$ cat config.mk
export PLATFORM = sky130hd
export DESIGN_NAME = cpu_alu_flag_unit
export DESIGN_NICKNAME = d
export VERILOG_FILES = /design/src/caf_pkg.sv /design/src/cpu_alu_flag_unit.sv /design/src/caf_flag_calc.sv
export SDC_FILE = /design/constraint.sdc
export NUM_CORES = 1
export LEC_CHECK = 0
export ABC_CLOCK_PERIOD_IN_PS = 4900
export BUFFER_PORTS_ARGS = -buffer_cell sky130_fd_sc_hd__buf_2
export CAP_MARGIN = 40
export CELL_PAD_IN_SITES_DETAIL_PLACEMENT = 1
export CELL_PAD_IN_SITES_GLOBAL_PLACEMENT = 2
export CORE_MARGIN = 3
export CORE_UTILIZATION = 37
export DETAILED_ROUTE_END_ITERATION = 8
export PLACE_DENSITY_LB_ADDON = 0.1
export SLEW_MARGIN = 20
export SYNTH_ARGS = -nofsm -noshare
export SYNTH_HDL_FRONTEND = slang
export SYNTH_SLANG_ARGS = --single-unit
$ cat constraint.sdc
create_clock -name clk -period 4.9 [get_ports clk]
set_clock_uncertainty 0.15 [all_clocks]
set_input_delay 0.245 -clock clk [delete_from_list [all_inputs] [get_ports clk]]
set_output_delay 0.245 -clock clk [all_outputs]
set_load 0.03 [all_outputs]
$ cat src/caf_pkg.sv
// Package for the CPU ALU flag unit: payload structs and flag-update operation codes.
// It has no dependencies. The flag logic and the top level use it.
`default_nettype none

package caf_pkg;

  typedef enum logic [4:0] {
    OP_ADD        = 5'd0,
    OP_ADC        = 5'd1,
    OP_SUB        = 5'd2,
    OP_SUB_SELF   = 5'd3,
    OP_SBC        = 5'd4,
    OP_SBC_KEEP_C = 5'd5,
    OP_AND        = 5'd6,
    OP_XOR        = 5'd7,
    OP_XOR_SELF   = 5'd8,
    OP_OR         = 5'd9,
    OP_INC        = 5'd10,
    OP_DEC        = 5'd11,
    OP_CPL        = 5'd12,
    OP_ADD16      = 5'd13,
    OP_ADD_SP     = 5'd14,
    OP_ROT_ACC    = 5'd15,
    OP_ROT        = 5'd16,
    OP_SWAP       = 5'd17,
    OP_BIT        = 5'd18
  } op_t;

  typedef struct packed {
    logic [4:0]  operation;
    logic [15:0] first_operand;
    logic [15:0] second_operand;
    logic        shifted_out_bit;
  } in_item_t;

  typedef struct packed {
    logic zero_out;
    logic subtract_out;
    logic half_carry_out;
    logic carry_out;
  } out_item_t;

endpackage

`default_nettype wire

$ cat src/cpu_alu_flag_unit.sv
// Top level of the CPU ALU flag unit: input register, flag state and result register.
// Depends on caf_pkg and on caf_flag_calc for the flag update of one transaction.
//
// Usage: the input channel (in_valid, in_ready, in_data) carries one flag-update
// transaction: an operation code, two 16-bit operands and the bit rotated out.
// The result channel (out_valid, out_ready, out_data) returns the four updated
// flags, one result transaction for every input transaction, in order.
// A transaction is held in the input register, its flags are computed from it and
// from the stored flags, and they land in the result register and the flag state
// together. An accepted transaction passes through the input register and then, when
// the result register is free or being emptied, moves into it and raises out_valid.
// Throughput is one transaction per cycle while the receiver keeps out_ready high; the carry
// kept from one transaction feeds the next one's add or subtract with carry without a bubble.
// When the receiver stalls, the result register holds and the input register fills;
// in_ready then drops until the result is taken.
// Synchronous reset clears the flags to zero and empties both registers.
`default_nettype none

module cpu_alu_flag_unit (
  input  wire                      clk,
  input  wire                      rst_n,
  input  wire                      in_valid,
  output logic                     in_ready,
  input  wire caf_pkg::in_item_t   in_data,
  output logic                     out_valid,
  input  wire                      out_ready,
  output caf_pkg::out_item_t       out_data
);

  logic                s1_valid_r;
  caf_pkg::in_item_t   s1_item_r;
  logic                out_valid_r;
  caf_pkg::out_item_t  out_data_r;
  caf_pkg::out_item_t  flags_r;
  caf_pkg::out_item_t  flags_nxt;
  logic                s1_adv;
  logic                in_take;

  assign s1_adv   = s1_valid_r && (!out_valid_r || out_ready);
  assign in_ready = !s1_valid_r || s1_adv;
  assign in_take  = in_valid && in_ready;

  caf_flag_calc u_calc (
    .item      (s1_item_r),
    .flags_cur (flags_r),
    .flags_nxt (flags_nxt)
  );

  always_ff @(posedge clk) begin
    if (!rst_n) begin
      s1_valid_r  <= 1'b0;
      out_valid_r <= 1'b0;
      flags_r     <= '0;
    end else begin
      if (in_take) begin
        s1_valid_r <= 1'b1;
      end else if (s1_adv) begin
        s1_valid_r <= 1'b0;
      end
      if (s1_adv) begin
        out_valid_r <= 1'b1;
        flags_r     <= flags_nxt;
      end else if (out_ready) begin
        out_valid_r <= 1'b0;
      end
    end
  end

  always_ff @(posedge clk) begin
    if (in_take) begin
      s1_item_r <= in_data;
    end
    if (s1_adv) begin
      out_data_r <= flags_nxt;
    end
  end

  assign out_valid = out_valid_r;
  assign out_data  = out_data_r;

  // A transaction that leaves the input register shows up as a result next cycle.
  a_adv_to_out: assert property (@(posedge clk) disable iff (!rst_n)
    s1_adv |=> out_valid_r)
    else $error("advanced transaction did not reach the result register");

  // A pending result always matches the flag state.
  a_flags_match: assert property (@(posedge clk) disable iff (!rst_n)
    out_valid_r |-> (flags_r == out_data_r))
    else $error("result register and flag state disagree");

  // Input backpressure only when both registers are occupied and the output stalls.
  a_ready_low: assert property (@(posedge clk) disable iff (!rst_n)
    !in_ready |-> (s1_valid_r && out_valid_r && !out_ready))
    else $error("in_ready low without a full pipeline");

endmodule

`default_nettype wire

$ cat src/caf_flag_calc.sv
// Combinational flag update for one transaction of the CPU ALU flag unit.
// Depends on caf_pkg for the payload structs and the operation codes.
`default_nettype none

module caf_flag_calc (
  input  wire caf_pkg::in_item_t  item,
  input  wire caf_pkg::out_item_t flags_cur,
  output caf_pkg::out_item_t      flags_nxt
);

  logic [7:0]  a;
  logic [7:0]  b;
  logic        cin;
  logic        add_c;
  logic        sub_c;
  logic [8:0]  add_sum;
  logic [4:0]  add_half;
  logic [7:0]  sub_diff;
  logic        sub_half;
  logic        sub_borrow;
  logic [12:0] add16_half;
  logic [16:0] add16_sum;

  assign a   = item.first_operand[7:0];
  assign b   = item.second_operand[7:0];
  assign cin = flags_cur.carry_out;

  assign add_c    = (caf_pkg::op_t'(item.operation) == caf_pkg::OP_ADC) ? cin : 1'b0;
  assign add_sum  = {1'b0, a} + {1'b0, b} + {8'd0, add_c};
  assign add_half = {1'b0, a[3:0]} + {1'b0, b[3:0]} + {4'd0, add_c};

  assign sub_c      = (caf_pkg::op_t'(item.operation) == caf_pkg::OP_SUB) ? 1'b0 : cin;
  assign sub_diff   = a - b - {7'd0, sub_c};
  assign sub_half   = {1'b0, a[3:0]} < ({1'b0, b[3:0]} + {4'd0, sub_c});
  assign sub_borrow = {1'b0, a} < ({1'b0, b} + {8'd0, sub_c});

  assign add16_half = {1'b0, item.first_operand[11:0]} + {1'b0, item.second_operand[11:0]};
  assign add16_sum  = {1'b0, item.first_operand} + {1'b0, item.second_operand};

  always_comb begin
    flags_nxt = flags_cur;
    unique case (caf_pkg::op_t'(item.operation))
      caf_pkg::OP_ADD, caf_pkg::OP_ADC: begin
        flags_nxt = '{(add_sum[7:0] == 8'd0), 1'b0, add_half[4], add_sum[8]};
      end
      caf_pkg::OP_SUB, caf_pkg::OP_SBC: begin
        flags_nxt = '{(sub_diff == 8'd0), 1'b1, sub_half, sub_borrow};
      end
      caf_pkg::OP_SBC_KEEP_C: begin
        flags_nxt = '{(sub_diff == 8'd0), 1'b1, sub_half, cin};
      end
      caf_pkg::OP_SUB_SELF: begin
        flags_nxt = '{1'b1, 1'b1, 1'b0, 1'b0};
      end
      caf_pkg::OP_AND: begin
        flags_nxt = '{((a & b) == 8'd0), 1'b0, 1'b1, 1'b0};
      end
      caf_pkg::OP_XOR: begin
        flags_nxt = '{((a ^ b) == 8'd0), 1'b0, 1'b0, 1'b0};
      end
      caf_pkg::OP_XOR_SELF: begin
        flags_nxt = '{1'b1, 1'b0, 1'b0, 1'b0};
      end
      caf_pkg::OP_OR: begin
        flags_nxt = '{((a | b) == 8'd0), 1'b0, 1'b0, 1'b0};
      end
      caf_pkg::OP_INC: begin
        flags_nxt = '{(a == 8'hFF), 1'b0, (a[3:0] == 4'hF), cin};
      end
      caf_pkg::OP_DEC: begin
        flags_nxt = '{(a == 8'h01), 1'b1, (a[3:0] == 4'h0), cin};
      end
      caf_pkg::OP_CPL: begin
        flags_nxt = '{flags_cur.zero_out, 1'b1, 1'b1, cin};
      end
      caf_pkg::OP_ADD16: begin
        flags_nxt = '{flags_cur.zero_out, 1'b0, add16_half[12], add16_sum[16]};
      end
      caf_pkg::OP_ADD_SP: begin
        flags_nxt = '{1'b0, 1'b0, add_half[4], add_sum[8]};
      end
      caf_pkg::OP_ROT_ACC: begin
        flags_nxt = '{1'b0, 1'b0, 1'b0, item.shifted_out_bit};
      end
      caf_pkg::OP_ROT: begin
        flags_nxt = '{(a == 8'd0), 1'b0, 1'b0, item.shifted_out_bit};
      end
      caf_pkg::OP_SWAP: begin
        flags_nxt = '{(a == 8'd0), 1'b0, 1'b0, 1'b0};
      end
      caf_pkg::OP_BIT: begin
        flags_nxt = '{(a == 8'd0), 1'b0, 1'b1, cin};
      end
      default: begin
        flags_nxt = flags_cur;
      end
    endcase
  end

endmodule

`default_nettype wire
==> flow_summary.toml <==
[status]
status = "finished, final reports clean"

[worst_setup_path]
critPathTopFamily = "compound AO/OA/AOI/OAI gates"
crit_arrival_ns = 4.57
cp_slowest_cell = "edfxtp_1"
end_kind = "flop"
crit_required_ns = 4.91
slowest_delay_ns = 0.59
worstSetupStartpointType = "flop"
crit_fanout = 12
crit_buf_inv = 0
crit_type = "flop to flop"
r2r_setup_slack_ns = 0.34
path_cells = "or2b_2 -> o31ai_1 -> fa_1 -> ha_1 -> or2_2 -> fa_1 -> xnor2_1 -> a2111oi_2 -> o2111ai_1 -> a2111oi_2 -> nand4_1 -> a21oi_1"

[pwr]
p_sw_share_pct = 28.8
pwr-share-seq_pct = 43.9
combPwrFrac_pct = 24.4
p_per_area_mw_per_mm2 = 257
leakage_nw = 1.83
pwr-share-clk_pct = 31.6
peakVddDrop_uv = 151
p_int_mw = 0.802
switching_power_mw = 0.324

[placed_design]
hpwl_um = 6920
place_ws_ns = 0.332
gp_congestion = 0.823
portBuffers = 47

[global_routing]
grt_max_degree = 39
grt.overflow.total = 0
grtUsageTotal_pct = 18.7
antenna_found_initial = 0
grt_pass1_wl_um = 15600
grt_pass1_vias = 3071

[logic_synthesis]
synth-edff-count = 42
avgSynthCellArea_um2 = 10.4
async_reset_ff_share_pct = 0
seq_area_frac_synth_pct = 39.4
synth_flop_cell = "edfxtp_1"
syn_nets = 430
synthesis.area_mm2 = 0.00351
synthCells = 337
ys_types = 62
yosysWarnings = 0
ys_seq_elements = 48

[route]
dr_total_vias = 2874
drt_iter0_markers = 94
wl_um = 9280
drt-wirelength-per-cell_um = 16.8
dr.pass1.iters = 4
antenna_left = 0
drc = 0
vias_per_cell = 5.20

[min_path]
min_path_type = "primary input to flop"

[clock_tree]
clock_path_buffers = 2
clkLatencyLatePin_ns = 0.31
clk_pin_slew_ns = 0.10
cts_buffers = 5
cts.sinks = 48
cts-root-buf = "clkbuf_8"
cts_hold_buf = 38
h-tree-depth = 2
cts_resized = 0
cts_tree = "built"
postCtsSetupRepairBufs = 0

[timing]
max-slew-margin-rel_pct = 58.5
hold_violations = 0
worst_pin_slew_ns = 0.617
rsz0062_at_grt = "no"
finalCritPeriodShare_pct = 93.1
tns_ns = 0
period_needed_ns = 4.56
max_clock_freq_mhz = 219
drv_slew = 0
postLayoutSetupSlackWorst_ns = 0.339
final-setup-viol-count = 0

[die]
rows = 34
die_w_um = 103
initial_core_util_pct = 39.1
dieArea_mm2 = 0.0107
design.core.area_mm2 = 0.00898
die_h_um = 103
io_pins = 48

[cells_and_area]
final_cell_mix = "47 x ha_1, 47 x buf_2, 42 x edfxtp_1"
diodes = 0
final_nets = 519
syn_to_final_growth_pct = 25.0
drive_gt1_share_pct = 17.3

[run]
drv_cap = 0
==> per-layer routing <==
| layer | vias to the layer above | part of all wire, % | global-route usage [%] |
|---|---|---|---|
| met2 | 35 | 48 | 31.6 |
| li1 | 1428 | - | - |
| met3 | 7 | 1.8 | 2.68 |
| met4 | 0 | 0.80 | 3.29 |
| met1 | 1404 | 49 | 25.8 |
| met5 | - | 0 | 0 |
==> synth_stat cells, types with 5 or more instances <==
| cell | number | area share (%) |
|---|---|---|
| inv_1 | 31 | 3.3 |
| nand4_1 | 5 | 0.89 |
| nand3_1 | 9 | 1.3 |
| nand2b_1 | 5 | 0.89 |
| ha_1 | 47 | 17 |
| nand2_1 | 22 | 2.4 |
| nor3_1 | 6 | 0.86 |
| o21ai_0 | 17 | 2.4 |
| dfxtp_1 | 6 | 3.4 |
| a21oi_1 | 21 | 3.0 |
| xnor2_1 | 9 | 2.2 |
| edfxtp_1 | 42 | 36 |
| nor2b_1 | 8 | 1.4 |
| nor4_1 | 6 | 1.1 |
| nor2_1 | 14 | 1.5 |
==> area by class of cell <==
type	count	area (um2)
inverter	31	116
sequential	48	1380
clock buffer	5	68.8
fill	1017	4590
tap	126	158
timing repair buffer	88	638
multi-input combinational	252	1950
clock inverter	3	68.8
==> worst reg2reg max path, stage by stage (launching register included) <==
cell and delay [ns]:
edfxtp_1 0.59, or2b_2 0.37, o31ai_1 0.56, fa_1 0.54, ha_1 0.20, or2_2 0.30, fa_1 0.44, xnor2_1 0.16
a2111oi_2 0.29, o2111ai_1 0.20, a2111oi_2 0.26, nand4_1 0.18, a21oi_1 0.17
==> path summary, 6_finish.rpt <==
check | startpoint | to | cells past startpoint
max | s1_item_r[34] | out_data[3] | 12
min | in_valid | s1_valid_r | 3
max reg2reg | s1_item_r[34] | out_data[3] | 12
min reg2reg | flags_r[2] | flags_r[2] | 2
==> sequential cells by signal, indices dropped and copies added, names as in the netlist <==
name	cells
flags_r	4
out_data	4
out_valid	1
s1_item_r	38
s1_valid_r	1
==> power groups by stage <==
stage	combinational, mW	clock (mW)	sequential (mW)
2_1_floorplan	0.180	0	0.500
3_3_place_gp	0.248	0	0.504
3_5_place_dp	0.252	0	0.505
4_1_cts	0.277	0.369	0.495
5_1_grt	0.311	0.383	0.499
6_report	0.275	0.356	0.495
==> logic make-up after synthesis <==
logic type	count (synthesis)	synth area share, %
compound gates	86	17.2
mux	1	0.285
xor+xnor	13	3.25
buf+inv	37	4.96
fa+ha+maj	51	19.1
simple gates	101	15.9
flops	48	39.4
==> per-stage QoR <==
step	hold WS (ns)	std cells	util [%]	power [mW]	instance area, um2
after floorplan	0.194	337	-	0.680	3510
after global placement	0.271	507	43.1	0.751	3860
after detailed placement	0.273	507	43.1	0.757	3860
after CTS	0.0194	553	48.8	1.14	4380
after global routing	0.0273	553	48.8	1.19	4380
final	0.0253	553	48.8	1.13	4380
(Power assumes the default switching activity.)
